`config.mk`:
```
export PLATFORM = sky130hd
export DESIGN_NAME = adjacency_matrix_graph_traversal_top
export DESIGN_NICKNAME = d
export VERILOG_FILES = /design/src/rtl/amgt_pkg.sv /design/src/rtl/adjacency_matrix_graph_traversal_top.sv /design/src/rtl/amgt_datapath.sv /design/src/rtl/amgt_ctrl.sv
export VERILOG_INCLUDE_DIRS = /design/src /design/src/rtl
export SDC_FILE = /design/constraint.sdc
export NUM_CORES = 2
export LEC_CHECK = 0
export BUFFER_PORTS_ARGS = -buffer_cell sky130_fd_sc_hd__buf_2
export CAP_MARGIN = 5
export CORE_ASPECT_RATIO = 1.1
export CORE_UTILIZATION = 60
export DETAILED_ROUTE_END_ITERATION = 12
export PLACE_DENSITY = 0.77
export SYNTH_ARGS = -nofsm -noshare
export SYNTH_HDL_FRONTEND = slang
export SYNTH_SLANG_ARGS = --single-unit
export TNS_END_PERCENT = 10
```
`constraint.sdc`:
```
create_clock -name clk -period 13.9 [get_ports clk]
set_input_delay 2.78 -clock clk [delete_from_list [all_inputs] [get_ports clk]]
set_output_delay 2.78 -clock clk [all_outputs]
set_load 0.02 [all_outputs]
```
`src/rtl/adjacency_matrix_graph_traversal_top_defines.svh`:
```
// assertion macros for the adjacency matrix graph traversal block
`ifndef ADJACENCY_MATRIX_GRAPH_TRAVERSAL_TOP_DEFINES_SVH
`define ADJACENCY_MATRIX_GRAPH_TRAVERSAL_TOP_DEFINES_SVH

// condition must hold in the same cycle as the trigger
`define AMGT_ASSERT_NOW(label, trig, expr, msg) \
    label: assert property (@(posedge clk) disable iff (!rst_n) (trig) |-> (expr)) \
        else $error(msg);

// condition must hold in the cycle after the trigger
`define AMGT_ASSERT_NEXT(label, trig, expr, msg) \
    label: assert property (@(posedge clk) disable iff (!rst_n) (trig) |=> (expr)) \
        else $error(msg);

`endif

```
`src/rtl/amgt_pkg.sv`:
```
// shared types and constants for the graph traversal block
`timescale 1ns / 1ps

package amgt_pkg;

    localparam int VTX_W       = 5;
    localparam int MODE_W      = 2;
    localparam int CFG_W       = 6;
    localparam int MAX_RESULTS = 32;

    localparam logic [CFG_W-1:0] COUNT_RESET = 6'd32;

    // item operation codes
    typedef enum logic [MODE_W-1:0] {
        MODE_EDGE = 2'd0,
        MODE_DFS  = 2'd1,
        MODE_BFS  = 2'd2
    } mode_t;

    // source of the adjacency row address
    typedef enum logic [2:0] {
        SRC_A,
        SRC_B,
        SRC_TOP,
        SRC_FOUND,
        SRC_WORK
    } adj_src_t;

    // commands from the controller to the datapath
    typedef struct packed {
        logic     load_in;
        logic     adj_rd;
        logic     adj_wr;
        adj_src_t adj_src;
        logic     start;
        logic     push;
        logic     pop;
        logic     fetch;
        logic     load_top;
        logic     finish;
    } dp_cmd_t;

    // status from the datapath to the controller
    typedef struct packed {
        mode_t mode;
        logic  edge_ok;
        logic  cand_any;
        logic  out_free;
        logic  tail_is_one;
        logic  fifo_empty;
    } dp_sts_t;

endpackage

```
`src/rtl/adjacency_matrix_graph_traversal_top.sv`:
```
// Adjacency matrix graph traversal: edge adds, depth-first and breadth-first walks.
// Edge item: read-modify-write of two rows (row a, then row b), no beat.
// DFS and BFS read their adjacency rows from the single-port adjacency memory with
// registered read.
// One item at a time; output beats wait on out_stall, the final beat carries is_last.
// Reset (rst_n low, asynchronous): no edges, vertex count 32, controller idle.
`timescale 1ns / 1ps
`include "adjacency_matrix_graph_traversal_top_defines.svh"

module adjacency_matrix_graph_traversal_top #(
    parameter int VERTICES = 32
) (
    input  logic                       clk,
    input  logic                       rst_n,
    input  logic                       in_valid,
    output logic                       in_stall,
    input  logic [amgt_pkg::MODE_W-1:0] mode,
    input  logic [amgt_pkg::VTX_W-1:0]  vertex_a,
    input  logic [amgt_pkg::VTX_W-1:0]  vertex_b,
    input  logic                       cfg_valid,
    output logic                       cfg_ready,
    input  logic [amgt_pkg::CFG_W-1:0]  vertex_count,
    output logic                       out_valid,
    input  logic                       out_stall,
    output logic [amgt_pkg::VTX_W-1:0]  visited_vertex,
    output logic                       is_last
);

    import amgt_pkg::*;

    dp_cmd_t cmd;
    dp_sts_t sts;
    logic    cfg_we;

    // register write taken at any time
    assign cfg_ready = 1'b1;
    assign cfg_we    = cfg_valid && cfg_ready;

    amgt_ctrl u_ctrl (
        .clk      (clk),
        .rst_n    (rst_n),
        .in_valid (in_valid),
        .in_stall (in_stall),
        .cmd      (cmd),
        .sts      (sts)
    );

    amgt_datapath #(
        .VERTICES (VERTICES)
    ) u_datapath (
        .clk            (clk),
        .rst_n          (rst_n),
        .mode           (mode),
        .vertex_a       (vertex_a),
        .vertex_b       (vertex_b),
        .cfg_we         (cfg_we),
        .vertex_count   (vertex_count),
        .out_stall      (out_stall),
        .cmd            (cmd),
        .sts            (sts),
        .out_valid      (out_valid),
        .visited_vertex (visited_vertex),
        .is_last        (is_last)
    );

    // checks
    `AMGT_ASSERT_NOW(a_beat_room, cmd.push || cmd.finish, sts.out_free, "output register full")
    `AMGT_ASSERT_NEXT(a_idle_after_last, cmd.finish, !in_stall, "not idle after final beat")
    `AMGT_ASSERT_NEXT(a_busy_after_accept, in_valid && !in_stall, in_stall, "stall missing")

endmodule

```
`src/rtl/amgt_datapath.sv`:
```
// datapath: adjacency memory, visited marks, work list, counters and output register
`timescale 1ns / 1ps

module amgt_datapath #(
    parameter int VERTICES = 32
) (
    input  logic                       clk,
    input  logic                       rst_n,
    input  logic [amgt_pkg::MODE_W-1:0] mode,
    input  logic [amgt_pkg::VTX_W-1:0]  vertex_a,
    input  logic [amgt_pkg::VTX_W-1:0]  vertex_b,
    input  logic                       cfg_we,
    input  logic [amgt_pkg::CFG_W-1:0]  vertex_count,
    input  logic                       out_stall,
    input  amgt_pkg::dp_cmd_t          cmd,
    output amgt_pkg::dp_sts_t          sts,
    output logic                       out_valid,
    output logic [amgt_pkg::VTX_W-1:0]  visited_vertex,
    output logic                       is_last
);

    import amgt_pkg::*;

    localparam int ROW_W = $clog2(VERTICES);
    localparam int CNT_W = $clog2(VERTICES + 1);

    // bit i set for every neighbour index the walks may follow
    function automatic logic [VERTICES-1:0] limit_mask(input logic [CFG_W-1:0] cnt);
        logic [VERTICES-1:0] m;
        for (int i = 0; i < VERTICES; i++) begin
            m[i] = (i < int'(cnt)) && (i < MAX_RESULTS);
        end
        return m;
    endfunction

    function automatic logic [VERTICES-1:0] vertex_onehot(input logic [VTX_W-1:0] v);
        logic [VERTICES-1:0] m;
        for (int i = 0; i < VERTICES; i++) begin
            m[i] = (i == int'(v));
        end
        return m;
    endfunction

    // latched item
    logic [MODE_W-1:0] mode_reg;
    logic [VTX_W-1:0]  vertex_a_reg;
    logic [VTX_W-1:0]  vertex_b_reg;

    logic [VERTICES-1:0] lim_mask_reg;
    logic [VERTICES-1:0] visited_reg;

    // adjacency rows and per-row valid bits
    logic [VERTICES-1:0] adj_mem [VERTICES];
    logic [VERTICES-1:0] row_valid_reg;
    logic [VERTICES-1:0] adj_rdata_reg;
    logic                adj_rvalid_reg;
    logic [VERTICES-1:0] adj_row;
    logic [VERTICES-1:0] edge_bit;
    logic [VTX_W-1:0]    adj_vtx;
    logic [ROW_W-1:0]    adj_addr;

    // stack or fifo of vertex indexes
    logic [VTX_W-1:0] work_mem [VERTICES];
    logic [VTX_W-1:0] work_rdata_reg;
    logic             work_we;
    logic             work_re;
    logic [ROW_W-1:0] work_waddr;
    logic [ROW_W-1:0] work_raddr;
    logic [VTX_W-1:0] work_wdata;
    logic [CNT_W-1:0] head_reg;
    logic [CNT_W-1:0] tail_reg;
    logic [CNT_W-1:0] tail_m2;

    logic [VTX_W-1:0]    top_reg;
    logic [VTX_W-1:0]    pending_reg;
    logic [VERTICES-1:0] cand;
    logic [VTX_W-1:0]    found;

    logic             out_valid_reg;
    logic [VTX_W-1:0] out_vertex_reg;
    logic             out_last_reg;
    logic             out_free;

    // input capture
    always_ff @(posedge clk)
    begin
        if (cmd.load_in)
        begin
            mode_reg     <= mode;
            vertex_a_reg <= vertex_a;
            vertex_b_reg <= vertex_b;
        end
    end

    // scan limit from the vertex count register
    always_ff @(posedge clk or negedge rst_n)
    begin
        if (!rst_n)
        begin
            lim_mask_reg <= limit_mask(COUNT_RESET);
        end
        else if (cfg_we)
        begin
            lim_mask_reg <= limit_mask(vertex_count);
        end
    end

    // adjacency row address select
    always_comb
    begin
        case (cmd.adj_src)
            SRC_A:     adj_vtx = vertex_a_reg;
            SRC_B:     adj_vtx = vertex_b_reg;
            SRC_TOP:   adj_vtx = top_reg;
            SRC_FOUND: adj_vtx = found;
            SRC_WORK:  adj_vtx = work_rdata_reg;
            default:   adj_vtx = vertex_a_reg;
        endcase
    end

    assign adj_addr = ROW_W'(adj_vtx);
    assign adj_row  = adj_rvalid_reg ? adj_rdata_reg : '0;
    assign edge_bit = (cmd.adj_src == SRC_B) ? vertex_onehot(vertex_a_reg)
                                             : vertex_onehot(vertex_b_reg);

    // adjacency memory ports
    always_ff @(posedge clk)
    begin
        if (cmd.adj_wr)
        begin
            adj_mem[adj_addr] <= adj_row | edge_bit;
        end
        if (cmd.adj_rd)
        begin
            adj_rdata_reg <= adj_mem[adj_addr];
        end
    end

    // row valid bits, a row never written reads as zero
    always_ff @(posedge clk or negedge rst_n)
    begin
        if (!rst_n)
        begin
            row_valid_reg  <= '0;
            adj_rvalid_reg <= 1'b0;
        end
        else
        begin
            if (cmd.adj_wr)
            begin
                row_valid_reg[adj_addr] <= 1'b1;
            end
            if (cmd.adj_rd)
            begin
                adj_rvalid_reg <= row_valid_reg[adj_addr];
            end
        end
    end

    // unvisited neighbours in range and the lowest of them
    assign cand = adj_row & ~visited_reg & lim_mask_reg;

    always_comb
    begin
        found = '0;
        for (int i = VERTICES - 1; i >= 0; i--)
        begin
            if (cand[i])
            begin
                found = VTX_W'(i);
            end
        end
    end

    // work list ports
    assign tail_m2    = tail_reg - CNT_W'(2);
    assign work_we    = cmd.start || cmd.push;
    assign work_waddr = cmd.start ? '0 : tail_reg[ROW_W-1:0];
    assign work_wdata = cmd.start ? '0 : found;
    assign work_re    = cmd.pop || cmd.fetch;
    assign work_raddr = cmd.pop ? tail_m2[ROW_W-1:0] : head_reg[ROW_W-1:0];

    always_ff @(posedge clk)
    begin
        if (work_we)
        begin
            work_mem[work_waddr] <= work_wdata;
        end
        if (work_re)
        begin
            work_rdata_reg <= work_mem[work_raddr];
        end
    end

    // head and tail pointers
    always_ff @(posedge clk or negedge rst_n)
    begin
        if (!rst_n)
        begin
            head_reg <= '0;
            tail_reg <= '0;
        end
        else if (cmd.start)
        begin
            head_reg <= '0;
            tail_reg <= CNT_W'(1);
        end
        else
        begin
            if (cmd.push)
            begin
                tail_reg <= tail_reg + CNT_W'(1);
            end
            else if (cmd.pop)
            begin
                tail_reg <= tail_reg - CNT_W'(1);
            end
            if (cmd.fetch)
            begin
                head_reg <= head_reg + CNT_W'(1);
            end
        end
    end

    // visited marks, cleared after every walk
    always_ff @(posedge clk or negedge rst_n)
    begin
        if (!rst_n)
        begin
            visited_reg <= '0;
        end
        else if (cmd.start)
        begin
            visited_reg <= VERTICES'(1);
        end
        else if (cmd.push)
        begin
            visited_reg <= visited_reg | vertex_onehot(found);
        end
        else if (cmd.finish)
        begin
            visited_reg <= '0;
        end
    end

    // stack top and the vertex held back until the next one is known
    always_ff @(posedge clk)
    begin
        if (cmd.start)
        begin
            top_reg     <= '0;
            pending_reg <= '0;
        end
        else if (cmd.push)
        begin
            top_reg     <= found;
            pending_reg <= found;
        end
        else if (cmd.load_top)
        begin
            top_reg <= work_rdata_reg;
        end
    end

    // output register
    assign out_free = !out_valid_reg || !out_stall;

    always_ff @(posedge clk or negedge rst_n)
    begin
        if (!rst_n)
        begin
            out_valid_reg <= 1'b0;
        end
        else if (cmd.push || cmd.finish)
        begin
            out_valid_reg <= 1'b1;
        end
        else if (!out_stall)
        begin
            out_valid_reg <= 1'b0;
        end
    end

    always_ff @(posedge clk)
    begin
        if (cmd.push || cmd.finish)
        begin
            out_vertex_reg <= pending_reg;
            out_last_reg   <= cmd.finish;
        end
    end

    assign out_valid      = out_valid_reg;
    assign visited_vertex = out_vertex_reg;
    assign is_last        = out_last_reg;

    // status to the controller
    always_comb
    begin
        sts.mode        = mode_t'(mode_reg);
        sts.edge_ok     = (int'(vertex_a_reg) < VERTICES) && (int'(vertex_b_reg) < VERTICES);
        sts.cand_any    = |cand;
        sts.out_free    = out_free;
        sts.tail_is_one = (tail_reg == CNT_W'(1));
        sts.fifo_empty  = (head_reg == tail_reg);
    end

endmodule

```
`src/rtl/amgt_ctrl.sv`:
```
// controller: sequences edge writes and depth-first or breadth-first walks
`timescale 1ns / 1ps

module amgt_ctrl (
    input  logic              clk,
    input  logic              rst_n,
    input  logic              in_valid,
    output logic              in_stall,
    output amgt_pkg::dp_cmd_t cmd,
    input  amgt_pkg::dp_sts_t sts
);

    import amgt_pkg::*;

    typedef enum logic [3:0] {
        IDLE,
        DISPATCH,
        EDGE_WR_A,
        EDGE_RD_B,
        EDGE_WR_B,
        DFS_READ,
        DFS_SCAN,
        DFS_POP,
        BFS_FETCH,
        BFS_ADJ,
        BFS_SCAN,
        FINISH
    } state_t;

    state_t state_reg;
    state_t state_next;

    assign in_stall = (state_reg != IDLE);

    // next state and datapath commands
    always_comb
    begin
        state_next = state_reg;
        cmd        = '0;
        unique case (state_reg)
            IDLE:
            begin
                if (in_valid)
                begin
                    cmd.load_in = 1'b1;
                    state_next  = DISPATCH;
                end
            end
            DISPATCH:
            begin
                unique case (sts.mode)
                    MODE_EDGE:
                    begin
                        if (sts.edge_ok)
                        begin
                            cmd.adj_rd  = 1'b1;
                            cmd.adj_src = SRC_A;
                            state_next  = EDGE_WR_A;
                        end
                        else
                        begin
                            state_next = IDLE;
                        end
                    end
                    MODE_DFS:
                    begin
                        cmd.start  = 1'b1;
                        state_next = DFS_READ;
                    end
                    MODE_BFS:
                    begin
                        cmd.start  = 1'b1;
                        state_next = BFS_FETCH;
                    end
                    default:
                    begin
                        state_next = IDLE;
                    end
                endcase
            end
            EDGE_WR_A:
            begin
                cmd.adj_wr  = 1'b1;
                cmd.adj_src = SRC_A;
                state_next  = EDGE_RD_B;
            end
            EDGE_RD_B:
            begin
                cmd.adj_rd  = 1'b1;
                cmd.adj_src = SRC_B;
                state_next  = EDGE_WR_B;
            end
            EDGE_WR_B:
            begin
                cmd.adj_wr  = 1'b1;
                cmd.adj_src = SRC_B;
                state_next  = IDLE;
            end
            DFS_READ:
            begin
                cmd.adj_rd  = 1'b1;
                cmd.adj_src = SRC_TOP;
                state_next  = DFS_SCAN;
            end
            DFS_SCAN:
            begin
                if (sts.cand_any)
                begin
                    // descend into the lowest unvisited neighbour
                    if (sts.out_free)
                    begin
                        cmd.push    = 1'b1;
                        cmd.adj_rd  = 1'b1;
                        cmd.adj_src = SRC_FOUND;
                    end
                end
                else if (sts.tail_is_one)
                begin
                    state_next = FINISH;
                end
                else
                begin
                    cmd.pop    = 1'b1;
                    state_next = DFS_POP;
                end
            end
            DFS_POP:
            begin
                cmd.load_top = 1'b1;
                cmd.adj_rd   = 1'b1;
                cmd.adj_src  = SRC_WORK;
                state_next   = DFS_SCAN;
            end
            BFS_FETCH:
            begin
                if (sts.fifo_empty)
                begin
                    state_next = FINISH;
                end
                else
                begin
                    cmd.fetch  = 1'b1;
                    state_next = BFS_ADJ;
                end
            end
            BFS_ADJ:
            begin
                cmd.adj_rd  = 1'b1;
                cmd.adj_src = SRC_WORK;
                state_next  = BFS_SCAN;
            end
            BFS_SCAN:
            begin
                // enqueue neighbours one per cycle in index order while the output register is free
                if (sts.cand_any)
                begin
                    if (sts.out_free)
                    begin
                        cmd.push = 1'b1;
                    end
                end
                else
                begin
                    state_next = BFS_FETCH;
                end
            end
            FINISH:
            begin
                if (sts.out_free)
                begin
                    cmd.finish = 1'b1;
                    state_next = IDLE;
                end
            end
            default:
            begin
                state_next = IDLE;
            end
        endcase
    end

    // state register
    always_ff @(posedge clk or negedge rst_n)
    begin
        if (!rst_n)
        begin
            state_reg <= IDLE;
        end
        else
        begin
            state_reg <= state_next;
        end
    end

endmodule
```
# --- After elaboration in Yosys (flattened, before gate mapping) ---
# Memories as Yosys holds them, arrays and structs flattened. A register that Yosys moved wholly into a read port is not among the register bits.
# Cells that the tools add are included.
totals:
  n_memories: 2
  ff_bits: 142
  mem_bits_rw: 1184
  wordCells: 290
  out_inout_bits: 9
  in_bits: 23
  latchBits: 0
  rom_bits: 0
memory_table:
  columns: ["memory", "words", "width", "rd", "rd_clocked_by_memory_dff", "write_ports", "line_no", "source"]
  rows:
  - ["u_datapath.adj_mem", 32, 32, 1, 1, 1, "amgt_datapath.sv:53", "logic [VERTICES-1:0] adj_mem [VERTICES];"]
  - ["u_datapath.work_mem", 32, 5, 1, 1, 1, "amgt_datapath.sv:63", "logic [VTX_W-1:0] work_mem [VERTICES];"]
classes:
  bitwise_logic: 6
  magnitude_cmp: 34
  reduce_logical: 26
  n_eq_ne: 117
  n_addsub: 4
  multipliers: 0
  div_mod_pow: 0
  n_shift: 0
  mux: 86
op_table:
  columns: ["operator", "count"]
  rows:
  - ["$eq A5 B5 Y1 const A", 48]
  - ["$mux W5", 37]
  - ["$mux W32", 5]
  - ["$eq A4 B5 Y1 const A", 24]
  - ["$lt A5 B6 Y1 const A", 16]
  - ["$or A32 B32 Y32", 3]
  - ["$and A32 B32 Y32", 2]
  - ["$eq A3 B5 Y1 const A", 12]
  - ["$lt A4 B6 Y1 const A", 8]
  - ["$pmux W4 S10", 1]
  - ["$not A32 Y32", 1]
  - ["$reduce_or A32 Y1", 1]
  - ["$eq A2 B5 Y1 const A", 6]
  - ["$mux W6", 5]
  - ["$lt A3 B6 Y1 const A", 4]
  - ["$mux W1", 24]
  - ["$mux W4", 5]
  - ["$pmux W5 S4", 1]
  - ["$eq A4 B3 Y1 const B", 4]
  - ["$eq A4 B4 Y1 const B", 4]
  - ["$eq A1 B5 Y1 const A", 3]
  - ["$logic_not A5 Y1", 3]
  - ["$add A6 B1 Y6 const B", 2]
  - ["$lt A1 B6 Y1 const A", 2]
  - ["34 further kinds", 52]

# --- Depth between registers and ports, before layout ---
logic_depth:
  depth_word: 41
  depth_mapped: 16

# --- Modules after synthesis ---
# A second synthesis with hierarchy kept.
hier_totals:
  cells_unflattened: 2891
  area_unflattened_um2: 53968.0
modules_own_cells:
  columns: ["module", "cells_per_inst", "seq_area_each_um2", "n_inst", "area_each_um2"]
  rows:
  - ["amgt_datapath", 2809, 40198.6, 1, 53363.7]
  - ["amgt_ctrl", 80, 100.1, 1, 593.1]
  - ["adjacency_matrix_graph_traversal_top", 2, 0.0, 1, 11.3]

# --- Worst setup path before layout ---
# OpenSTA, ideal clock, no wires.
synth_path:
  path_type: "input port to flip-flop"
  startpoint: "in out_stall"
  endpoint: "mem u_datapath.adj_mem[19][0], enable pin"
  arrival_ns: 7.476
  t_required_ns: 13.397
  path_buffers: 5
  slack_ns: 5.921
  setup_ns: 0.503
  path_stages: 11
  path_cell_list: "nand2_1 > nand2_1 > a21o_1 > buf_4 > a21oi_2 > or2_1 > buf_2 > buf_2 > buf_2 > buf_2 > nor4_1"
synth_between:
  elab_chain_cells: 7
synth_rtl:
  columns: ["element", "line_no", "source"]
  rows:
  - ["start: declaration", "adjacency_matrix_graph_traversal_top.sv:24", "input logic out_stall,"]
  - ["$logic_not A1 Y1 *", "amgt_datapath.sv:266", "assign out_free = !out_valid_reg || !out_stall;"]
  - ["$logic_or A1 B1 Y1 *", "amgt_datapath.sv:266", null]
  - ["$mux W2 *", "amgt_ctrl.sv:110", "if (sts.out_free)"]
  - ["$mux W3 *", "amgt_ctrl.sv:107", "if (sts.cand_any)"]
  - ["$pmux W3 S4 *", "amgt_ctrl.sv:40", "unique case (state_reg)"]
  - ["$eq A3 B3 Y1, or another cell as far along", "amgt_datapath.sv:111", "case (cmd.adj_src)"]
  - ["$pmux W5 S4 *", "amgt_datapath.sv:111", null]
  - ["end: declaration", "amgt_datapath.sv:53", null]
# Every way passes the cells marked *; elsewhere a longest branch is shown, timed or not.

# --- Worst setup path in the final report ---
layout_path:
  startpoint: "in out_stall"
  endpoint: "reg u_datapath.adj_rdata_reg[29] (read register of u_datapath.adj_mem) (data pin)"
layout_between:
  elab_chain_cells: 7
layout_rtl:
  columns: ["element", "line_no", "source"]
  rows:
  - ["$logic_not A1 Y1 *", "amgt_datapath.sv:266", null]
  - ["$logic_or A1 B1 Y1 *", "amgt_datapath.sv:266", null]
  - ["$mux W2", "amgt_ctrl.sv:110", null]
  - ["$mux W3", "amgt_ctrl.sv:107", null]
  - ["$pmux W3 S4", "amgt_ctrl.sv:40", null]
  - ["$eq A3 B3 Y1, or another cell as far along", "amgt_datapath.sv:111", null]
  - ["$pmux W5 S4", "amgt_datapath.sv:111", null]
  - ["end: declaration", "amgt_datapath.sv:55", "logic [VERTICES-1:0] adj_rdata_reg;"]
# Marks and branches as above.
# A chain may end at the register's enable or synchronous reset.

==> metrics.txt <==
HP Class=reg2reg; Tot GR Track Use=roughly a third; Antenna Nets Post-Route=0; RSZ-0062 raised after global routing=false; post-synth cell types=80; startpoint type of the worst setup path=input port; cell area after layout=60,000 um2; Yosys reg bits=about 1,400; clk_lat worst skew=0.75 ns; CP endpoint kind=flop; most common cell after layout, fill and taps aside=edfxtp_1; Setup CP Type=in2reg; max_slew headroom=roughly 1.6%; Hold Violations, Final=0; final period utilization=53.0%; dpl cell area=about 56,000 um2; most frequent cells in the layout=edfxtp_1, mux4_2, clkbuf_16, a22oi_1, nand2_1; # H-tree levels=4; first-pass GRT wire length=around 210 mm; gr ovfl total=0; mapped cell area=~54,000 um2; initial antenna violation count=1; # IOs=32; R2R Path End=u_datapath.adj_rdata_reg[29]$_DFFE_PP_; Core ar.=88,300 um2; R2R depth=11; largest net degree at the start of global routing=82; Final setup viols=0; cts hold-fix bufs=0; setup TNS=0 ns; Max Slew Vio Count=0; Req. time, crit path=about 14 ns; Clock transition at path regs=around 0.060 ns; Gate Count Post-Synth=2,768; min cycle time layout=7.36 ns; nets=2,924; Layout area overhead=11.6%; # DRC=0; post-CTS sizing=0; max reg flops=1,024; Synth async-reset ratio=~8.4%; Die X=between 200 and 300 um; CTS max path bufs=3; RR Startpoint=u_datapath.adj_rvalid_reg$_DFFE_PN0P_; register area share after synthesis=around three quarters; leak pwr=19.6 nW; critical-path maximum fanout=81; Initial DRT Pass Iterations=7; syn nets=2,801; yosys warns=0; clk sinks=approximately 1,400; status=finished, final reports clean; placed wire-length estimate=slightly below 80 mm; clk root buf=clkbuf_16; post-place setup slack=around 6 ns; flop2flop setup slack=about 7 ns; Reg with most FFs=u_datapath.adj_mem; dominant synthesized flop cell=edfxtp_1; number of flops mapped to enable cells by yosys=1,239; vias in the first global route=around 30,000; CP Launch Point=out_stall; Routability Congestion=0.978; VDD IR max=~0.00022 V; WL per Instance=around 35 um; fillcell total=approximately 5,300; Layout Skew=0.0280 ns; initial DRC count=between 4,000 and 5,000; drt via density=about 7.2; die height=~320 um; placed cell count=about 3,900; input/output buffers=30; Worst Tran Pin Value=between 1 and 1.5 ns; num rows=approximately 110; Post CTS Setup Buffer Count=0; crit path to=u_datapath.adj_rdata_reg[29]$_DFFE_PP_; final worst slack=about 6.5 ns; Post-Route WL=146 mm; total number of vias=roughly 30,000; CTS tree=done; die area=a little over 90,000 um2; layout cell share with drive strength beyond 1=between 20% and 30%; Max Clk Rate=about 140 MHz; pwr dens=about 230 nW/um2; Starting Density=60.9%; max_cap viols=0; Final Instance Count excl. Fillers=4,160; WP data arrival=between 7 and 8 ns; Synth Area per Inst=between 15 and 20 um2; Largest regs=u_datapath.adj_mem: 1024 flops, u_datapath.work_mem: 160 flops; TritonCTS Buffers=131
==> worst min path at each step <==
| stage | from | endpoint | slack (ns) | cells past startpoint |
|---|---|---|---|---|
| 6_report | u_datapath.pending_reg[4]$_SDFFE_PP0P_ | u_datapath.visited_vertex[4]$_DFFE_PP_ | 0.44 | 0 |
| 4_1_cts | u_datapath.pending_reg[4]$_SDFFE_PP0P_ | u_datapath.visited_vertex[4]$_DFFE_PP_ | 0.44 | 0 |
| 5_1_grt | u_datapath.pending_reg[4]$_SDFFE_PP0P_ | u_datapath.visited_vertex[4]$_DFFE_PP_ | 0.45 | 0 |
| 3_5_place_dp | u_datapath.pending_reg[4]$_SDFFE_PP0P_ | u_datapath.visited_vertex[4]$_DFFE_PP_ | 0.43 | 0 |
| 3_3_place_gp | u_datapath.pending_reg[4]$_SDFFE_PP0P_ | u_datapath.visited_vertex[4]$_DFFE_PP_ | 0.42 | 0 |
| 2_1_floorplan | u_datapath.pending_reg[2]$_SDFFE_PP0P_ | u_datapath.visited_vertex[2]$_DFFE_PP_ | 0.41 | 0 |
==> report_power, final <==
group | switching (mW) | internal, mW | total [mW]
Clock | 1.54 | 1.93 | 3.48
Sequential | 0.254 | 5.53 | 5.79
Combinational | 2.90 | 1.64 | 4.54
==> critical path, stage by stage <==
cell and delay [ns]:
buf_2 0.10, nand2_1 0.18, nand2_1 0.22, a211oi_1 0.71
a22o_4 0.81, buf_4 0.94, buf_4 1.03, mux4_2 0.45
a22oi_1 0.29, nand4_1 0.14
==> metal layers <==
layer | vias to the layer above | wire, um | track usage (%)
li1 | 11695 | - | -
met4 | 0 | 7740 | 15.7
met2 | 2406 | 70000 | 51.7
met3 | 482 | 17900 | 8.00
met1 | 15552 | 50600 | 43.9
met5 | - | 0 | 0
==> cells in the mapped netlist, types with 8 or more instances <==
| cell type | number | area (um2) |
|---|---|---|
| a21oi_1 | 46 | 230 |
| nand4_1 | 41 | 257 |
| a22oi_1 | 130 | 976 |
| clkbuf_1 | 78 | 293 |
| mux4_2 | 294 | 6620 |
| a31oi_1 | 21 | 131 |
| o21ai_0 | 77 | 385 |
| inv_1 | 24 | 90.1 |
| a22o_1 | 18 | 158 |
| a221oi_1 | 10 | 87.6 |
| nor3_1 | 32 | 160 |
| nor2_1 | 107 | 402 |
| nand3_1 | 25 | 125 |
| xnor2_1 | 11 | 96.3 |
| or3_1 | 13 | 81.3 |
| xor2_1 | 8 | 70.1 |
| buf_1 | 14 | 52.6 |
| dfrtp_1 | 82 | 2050 |
| dfstp_2 | 32 | 841 |
| nor3b_1 | 9 | 67.6 |
| dfxtp_1 | 10 | 200 |
| or2_2 | 41 | 257 |
| buf_2 | 49 | 245 |
| nor4_1 | 21 | 131 |
| nand2_1 | 116 | 435 |
| nand4b_1 | 28 | 245 |
| nand2b_1 | 17 | 106 |
| edfxtp_1 | 1239 | 37200 |
| mux2i_1 | 30 | 300 |
| and4b_1 | 9 | 90.1 |
| ha_1 | 10 | 125 |
==> through the flow <==
stage	hold slack (ns)	total power, mW	util [%]
after floorplan	0.408	8.83	-
after global placement	0.423	10.1	63.3
after detailed placement	0.425	10.3	63.3
after CTS	0.440	13.8	68.0
after global routing	0.447	14.2	68.0
final	0.436	13.8	68.0
==> final cells by class <==
type / instances / area [um2] / share of cell area (%)
sequential: 1363 / 40300 / 67.2
multi-input combinational: 1228 / 13000 / 21.7
clock buffer: 164 / 3500 / 5.83
tap: 1160 / 1450 / 2.42
timing repair buffer: 143 / 1000 / 1.67
clock inverter: 76 / 637 / 1.06
inverter: 24 / 90.1 / 0.150
antenna: 2 / 5.00 / 0.00834
==> cell families after synthesis <==
| family | count (synthesis) | synth area share [%] |
|---|---|---|
| and+or+nand+nor | 505 | 5.19 |
| muxes | 336 | 13.3 |
| adders and majority gates | 10 | 0.233 |
| xor gates and xnor gates | 19 | 0.309 |
| buffers and inverters | 177 | 1.52 |
| DFF | 1363 | 74.9 |
| other | 1 | 0.00697 |
| AOI/OAI and AO/OA | 357 | 4.52 |
Power figures use the tool's default switching activity.
